===== src/sv/sm64b32_pkg.sv =====
package sm64b32_pkg;

	localparam logic [63:0] GOLDEN_STEP = 64'h9e37_79b9_7f4a_7c15;
	localparam logic [63:0] MIX_MUL_A   = 64'hbf58_476d_1ce4_e5b9;
	localparam logic [63:0] MIX_MUL_B   = 64'h94d0_49bb_1331_11eb;

	localparam int SHIFT_A = 30;
	localparam int SHIFT_B = 27;
	localparam int SHIFT_C = 31;

	localparam int ID_BITS   = 40;
	localparam int DIGIT_W   = 5;
	localparam int ID_CHARS  = 9;
	localparam int CHAR_W    = 7;

	localparam logic [CHAR_W-1:0] PREFIX_CHAR = 7'd69;

	// Crockford base32 digit to its lower-case ASCII code.
	function automatic logic [CHAR_W-1:0] digit_char(input logic [DIGIT_W-1:0] d);
		logic [CHAR_W-1:0] c;
		case (d)
			5'd0:  c = 7'd48;
			5'd1:  c = 7'd49;
			5'd2:  c = 7'd50;
			5'd3:  c = 7'd51;
			5'd4:  c = 7'd52;
			5'd5:  c = 7'd53;
			5'd6:  c = 7'd54;
			5'd7:  c = 7'd55;
			5'd8:  c = 7'd56;
			5'd9:  c = 7'd57;
			5'd10: c = 7'd97;
			5'd11: c = 7'd98;
			5'd12: c = 7'd99;
			5'd13: c = 7'd100;
			5'd14: c = 7'd101;
			5'd15: c = 7'd102;
			5'd16: c = 7'd103;
			5'd17: c = 7'd104;
			5'd18: c = 7'd106;
			5'd19: c = 7'd107;
			5'd20: c = 7'd109;
			5'd21: c = 7'd110;
			5'd22: c = 7'd112;
			5'd23: c = 7'd113;
			5'd24: c = 7'd114;
			5'd25: c = 7'd115;
			5'd26: c = 7'd116;
			5'd27: c = 7'd118;
			5'd28: c = 7'd119;
			5'd29: c = 7'd120;
			5'd30: c = 7'd121;
			5'd31: c = 7'd122;
			default: c = 7'd48;
		endcase
		return c;
	endfunction

endpackage


===== src/sv/splitmix64_base32_id_generator.sv =====
// An accepted request runs the three 64-bit products of the hash on the shared 32x32
// multiplier and then hands out its nine characters as 9 output beats; output stalls hold
// the block, and no new request is taken until the last character has been accepted.
// A request beat with want_id low is taken while the block is idle and produces no characters.
// Reset (arst_n, asynchronous, active low) clears the request counter, the seed and all
// control state; the block is ready for a request in the first cycle after reset.
module splitmix64_base32_id_generator
	import sm64b32_pkg::*;
(
	input  logic              clk,
	input  logic              arst_n,
	input  logic              cfg_we,
	input  logic [63:0]       cfg_wdata,
	input  logic              in_valid,
	output logic              in_ready,
	input  logic              want_id,
	output logic              out_valid,
	input  logic              out_ready,
	output logic [CHAR_W-1:0] id_char,
	output logic              is_final
);

	// The sequencer has three states. In ST_MUL it runs the three 64-bit products of the
	// hash, each one as four phases on a single 32x32 multiplier; in ST_EMIT it hands out
	// the nine characters, one per output beat.
	localparam logic [1:0] ST_IDLE = 2'd0;
	localparam logic [1:0] ST_MUL  = 2'd1;
	localparam logic [1:0] ST_EMIT = 2'd2;

	// Which product of the hash is in the multiplier.
	localparam logic [1:0] SEL_GOLDEN = 2'd0;
	localparam logic [1:0] SEL_MIX_A  = 2'd1;
	localparam logic [1:0] SEL_MIX_B  = 2'd2;

	localparam logic [1:0] PH_LL  = 2'd0;
	localparam logic [1:0] PH_LH  = 2'd1;
	localparam logic [1:0] PH_HL  = 2'd2;
	localparam logic [1:0] PH_FIN = 2'd3;

	localparam logic [3:0] LAST_IDX = 4'(ID_CHARS - 2);

	logic [1:0]         state_q;
	logic [1:0]         phase_q;
	logic [1:0]         sel_q;
	logic [63:0]        seed_q;
	logic [63:0]        count_q;
	logic [63:0]        opnd_q;
	logic [63:0]        prod_q;
	logic [63:0]        acc_q;
	logic [ID_BITS-1:0] bits_q;
	logic [3:0]         char_idx_q;
	logic               out_valid_q;
	logic [CHAR_W-1:0]  id_char_q;
	logic               is_final_q;

	logic [63:0] mul_const;
	logic [31:0] mul_a;
	logic [31:0] mul_b;
	logic [63:0] mul_p;
	logic [63:0] seed_term;
	logic [63:0] mul_res;
	logic [63:0] seeded;
	logic [63:0] mixed_a;
	logic [63:0] mixed_b;
	logic [63:0] mixed_c;
	logic [63:0] count_nx;

	assign in_ready  = (state_q == ST_IDLE);
	assign out_valid = out_valid_q;
	assign id_char   = id_char_q;
	assign is_final  = is_final_q;

	always_comb begin
		case (sel_q)
			SEL_GOLDEN: mul_const = GOLDEN_STEP;
			SEL_MIX_A:  mul_const = MIX_MUL_A;
			SEL_MIX_B:  mul_const = MIX_MUL_B;
			default:    mul_const = GOLDEN_STEP;
		endcase
	end

	// The low 64 bits of a 64x64 product are lo*lo plus the two cross products shifted up
	// by 32; the high*high product falls off the top and is never formed.
	assign mul_a = (phase_q == PH_HL) ? opnd_q[63:32] : opnd_q[31:0];
	assign mul_b = (phase_q == PH_LH) ? mul_const[63:32] : mul_const[31:0];
	assign mul_p = 64'(mul_a) * 64'(mul_b);

	// The seed is folded into the first accumulation of the golden-ratio product.
	assign seed_term = (sel_q == SEL_GOLDEN) ? seed_q : 64'd0;
	assign mul_res   = acc_q + {prod_q[31:0], 32'd0};
	assign seeded    = mul_res;
	assign mixed_a   = seeded ^ (seeded >> SHIFT_A);
	assign mixed_b   = mul_res ^ (mul_res >> SHIFT_B);
	assign mixed_c   = mul_res ^ (mul_res >> SHIFT_C);
	assign count_nx  = count_q + 64'd1;

	always_ff @(posedge clk or negedge arst_n) begin
		if (!arst_n) begin
			seed_q <= 64'd0;
		end else if (cfg_we) begin
			seed_q <= cfg_wdata;
		end
	end

	always_ff @(posedge clk or negedge arst_n) begin
		if (!arst_n) begin
			state_q     <= ST_IDLE;
			phase_q     <= PH_LL;
			sel_q       <= SEL_GOLDEN;
			count_q     <= 64'd0;
			char_idx_q  <= 4'd0;
			out_valid_q <= 1'b0;
		end else begin
			case (state_q)
				ST_IDLE: begin
					if (in_valid && want_id) begin
						count_q <= count_nx;
						phase_q <= PH_LL;
						sel_q   <= SEL_GOLDEN;
						state_q <= ST_MUL;
					end
				end
				ST_MUL: begin
					phase_q <= phase_q + 2'd1;
					if (phase_q == PH_FIN) begin
						case (sel_q)
							SEL_GOLDEN: sel_q <= SEL_MIX_A;
							SEL_MIX_A:  sel_q <= SEL_MIX_B;
							default: begin
								sel_q       <= SEL_GOLDEN;
								char_idx_q  <= 4'd0;
								out_valid_q <= 1'b1;
								state_q     <= ST_EMIT;
							end
						endcase
					end
				end
				ST_EMIT: begin
					if (out_ready) begin
						if (is_final_q) begin
							out_valid_q <= 1'b0;
							state_q     <= ST_IDLE;
						end else begin
							char_idx_q <= char_idx_q + 4'd1;
						end
					end
				end
				default: state_q <= ST_IDLE;
			endcase
		end
	end

	// Datapath registers carry no reset; every one is loaded before it is used.
	always_ff @(posedge clk) begin
		case (state_q)
			ST_IDLE: begin
				opnd_q <= count_nx;
			end
			ST_MUL: begin
				if (phase_q != PH_FIN) begin
					prod_q <= mul_p;
				end
				case (phase_q)
					PH_LH:   acc_q <= prod_q + seed_term;
					PH_HL:   acc_q <= mul_res;
					default: acc_q <= acc_q;
				endcase
				if (phase_q == PH_FIN) begin
					case (sel_q)
						SEL_GOLDEN: opnd_q <= mixed_a;
						SEL_MIX_A:  opnd_q <= mixed_b;
						default: begin
							bits_q     <= mixed_c[ID_BITS-1:0];
							id_char_q  <= PREFIX_CHAR;
							is_final_q <= 1'b0;
						end
					endcase
				end
			end
			ST_EMIT: begin
				if (out_ready && !is_final_q) begin
					id_char_q  <= digit_char(bits_q[ID_BITS-1 -: DIGIT_W]);
					bits_q     <= {bits_q[ID_BITS-DIGIT_W-1:0], {DIGIT_W{1'b0}}};
					is_final_q <= (char_idx_q == LAST_IDX);
				end
			end
			default: begin
				acc_q <= acc_q;
			end
		endcase
	end

endmodule


===== config.mk =====
export PLATFORM = sky130hd
export DESIGN_NAME = splitmix64_base32_id_generator
export DESIGN_NICKNAME = d
export VERILOG_FILES = /design/src/sv/sm64b32_pkg.sv /design/src/sv/splitmix64_base32_id_generator.sv
export SDC_FILE = /design/constraint.sdc
export NUM_CORES = 2
export LEC_CHECK = 0
export ABC_AREA = 1
export BUFFER_PORTS_ARGS = -buffer_cell sky130_fd_sc_hd__buf_2
export CAP_MARGIN = 10
export CORE_MARGIN = 2
export CORE_UTILIZATION = 60
export DETAILED_ROUTE_END_ITERATION = 8
export GPL_TIMING_DRIVEN = 0
export PLACE_DENSITY = 0.79
export SLEW_MARGIN = 20
export SYNTH_ARGS = -nofsm -noshare
export SYNTH_HDL_FRONTEND = slang
export SYNTH_SLANG_ARGS = --single-unit

===== constraint.sdc =====
create_clock -name clk -period 8.6 [get_ports clk]
set_clock_uncertainty 0.1 [all_clocks]
set_input_delay 1.72 -clock clk [delete_from_list [all_inputs] [get_ports clk]]
set_output_delay 1.72 -clock clk [all_outputs]
set_load 0.01 [all_outputs]

==> results.md <==
* Most frequent cells in the layout: nand2_1 (1603), inv_1 (1550), nor2_1 (860)
* PortBufs at 78
* Post-place setup slack at -2.74 ns
* Site Rows at 114
* Seq cells post-synth at 385
* Hold-fix buffers, CTS at 0
* Mux cell area share after synthesis at 1.27%
* Simple-Gate Fraction of Synth Area at 21.1%
* Setup TNS at -0.999 ns
* PnR worst setup slack at -0.102 ns
* Startpoint types: flop
* Post-synthesis xor/xnor area fraction at 2.53%
* CTS max path bufs at 3
* # DRC at 8
* TritonCTS Buffers at 37
* Adder-Cell Fraction of Synth Area at 38.7%
* Worst-Margin Slew at 1.17 ns
* Clock transition at the registers of the reported paths at 0.08 ns
* Remaining Overflow, GRT at 0
* Crit path largest cell delay at 0.62 ns
* Final Wtd Congestion at 1.13
* Antenna Violating Nets Remaining at 0
* Max Slew Vio Count at 0
* Worst setup EP type: flop
* Tmin final at 8.70 ns
* Die H at 316 um
* GRT Total Usage at 48.4%
* Status: finished, violations left
* Synthesized Nets at 8712
* I/O pins at 80
* Clock Sink Count at 385
* Combinational family with the most area after synthesis: adder cells
* WS Path Type: reg2reg
* Failing checks: design-rule violations, negative setup slack
* Sequential share of the synthesized area at 18.6%
* Vias at 54100
* CTS H-tree lvls at 2
* Setup violations, final at 23
* Vias in the first global route at 52700
* YS warnings at 0
* Die Wd at 316 um
* RSZ-0062 raised after global routing: yes
* Fmax achieved at 115 MHz
* Cell count after synthesis at 7368
* CTS tree: built
* Drt wl/cell at 27.0 um
* Yosys cell types at 60
* Max-Cap Viols at 0
* Prevailing post-synth register cell: edfxtp_1
* Share of layout cells above drive strength 1 at 10.5%
* Worst Path Max Fanout at 10
* Fin crit share at 101%
* Compound-cell area share of the yosys netlist at 6.17%
* Pin count of the biggest net entering global routing at 73
* Global-route wire length before repair at 346000 um
* FFs w/ async S/R, synth at 36.1%
* Syn_area_per_cell at 7.91 sq um
* Final instance area at 64500 sq um
* Critical Path AT at 8.91 ns
* Placed Area at 60600 sq um
* Number of flops mapped to enable cells by yosys at 240
* Drt first pass iters at 9
* Final hold viol count at 0
* Via density at 6.08
* Layout fillers at 8131
* Max-slew headroom at 22.2%
* Root buf cell: clkbuf_16
* Post-Route WL at 240000 um
* Final nets at 8929
* Die area at 99600 sq um
* Core Area at 96400 sq um
* Mapped Area at 58200 sq um
* Starting density of the core at 60.4%
* Commonest non-fill, non-tap cell in the layout: nand2_1
* Drt initial violations at 7915
* Worst skew pair latency at 0.59 ns
* Hold Path Class: reg2reg
* Most Frequent Cell on Critical Path: fa_1
* Slowest CP cell: fa_1
* CP required at 8.80 ns
* Layout area overhead at 10.7%
* Hpwl dp at 199000 um
* Initial antenna violation count at 19
flip-flops by register name (all words and copies together), names as in the netlist, named ones only:
signal	flops
bits_q	40
char_idx_q	4
prod_q	64
is_final	1
state_q	2
sel_q	2
out_valid	1
phase_q	2
opnd_q	64
acc_q	64
id_char	7
count_q	64
seed_q	64
synthesized netlist by cell type (all sizes together), types with 30 or more instances:
cell    instances  area (sq um)
o21ai         312          1610
nand4          53           338
dfrtp         139          3480
xor2          132          1190
inv          1587          5960
buf            34           148
fa            883         17700
nand2        1628          6150
a21oi         233          1180
xnor2          32           288
ha            391          4890
nand3         265          1370
clkbuf        165           619
o21bai         30           225
mux2           64           721
nor2          956          3660
nor3           60           325
edfxtp        240          7210
worst max-delay path: cells and delay by family, from the launching register on:
kind | cells | cell delay [ns]
and+or+nand+nor | 6 | 1.13
AOI/OAI and AO/OA | 4 | 0.77
adders and majority gates | 9 | 4.33
buffers and inverters | 8 | 1.29
xor gates and xnor gates | 2 | 0.35
DFF | 1 | 0.42
repair_timing:
item | in CTS | in global routing
pin swaps | 30 | 37
resized for setup | 436 | 259
setup buffers | 45 | 45
gates cloned | 0 | 1
setup endpoints to repair | 55 | 46
final cells by class:
cell class                      count  area (sq um)  share of cell area, %
Antenna cell                        7          17.5                 0.0272
Buffer                            195          1350                   2.10
Clock buffer                       49          1050                   1.63
Clock inverter                     19           160                  0.248
Inverter                         1604          6100                   9.47
Multi-Input combinational cell   5180         41900                   65.0
Sequential cell                   385         10800                   16.8
Tap cell                         1276          1600                   2.48
Timing Repair Buffer              182          1470                   2.27
metal layers:
layer / track usage (%) / vias up / share of wire, %
li1: - / 22800 / -
met1: 64.7 / 25800 / 37
met2: 66.7 / 4466 / 39
met3: 22.0 / 996 / 17
met4: 22.8 / 28 / 6.6
met5: 0.473 / - / 0.21
cell families after synthesis:
group           after synthesis
xor+xnor                    164
compound gates              655
mux                          66
simple gates               3021
buf+inv                    1803
flops                       385
fa+ha+maj                  1274
final timing paths:
| check | startpoint | end | slack (ns) | cells after the start |
|---|---|---|---|---|
| max | sel_q[0] | prod_q[57] | -0.10 | 29 |
| max reg2reg | sel_q[0] | prod_q[57] | -0.10 | 29 |
| max in group asynchronous | arst_n | seed_q[44] | 6.53 | 2 |
| min | flop | id_char[6] | 0.39 | 1 |
| min reg2reg | flop | id_char[6] | 0.39 | 1 |
| min in group asynchronous | arst_n | count_q[44] | 1.01 | 1 |
stage by stage:
step | hold slack (ns) | instances | utilization (%)
6_report | 0.390 | 8897 | 66.9
5_1_grt | 0.409 | 8890 | 66.8
4_1_cts | 0.391 | 8846 | 65.8
3_5_place_dp | 0.376 | 8736 | 62.8
3_3_place_gp | 0.368 | 8722 | 62.5
2_1_floorplan | 0.367 | 7368 | -
Power is left out: the tool's default activity adds up to more than one toggle a clock period on the data nets, which glitch-free logic cannot reach.
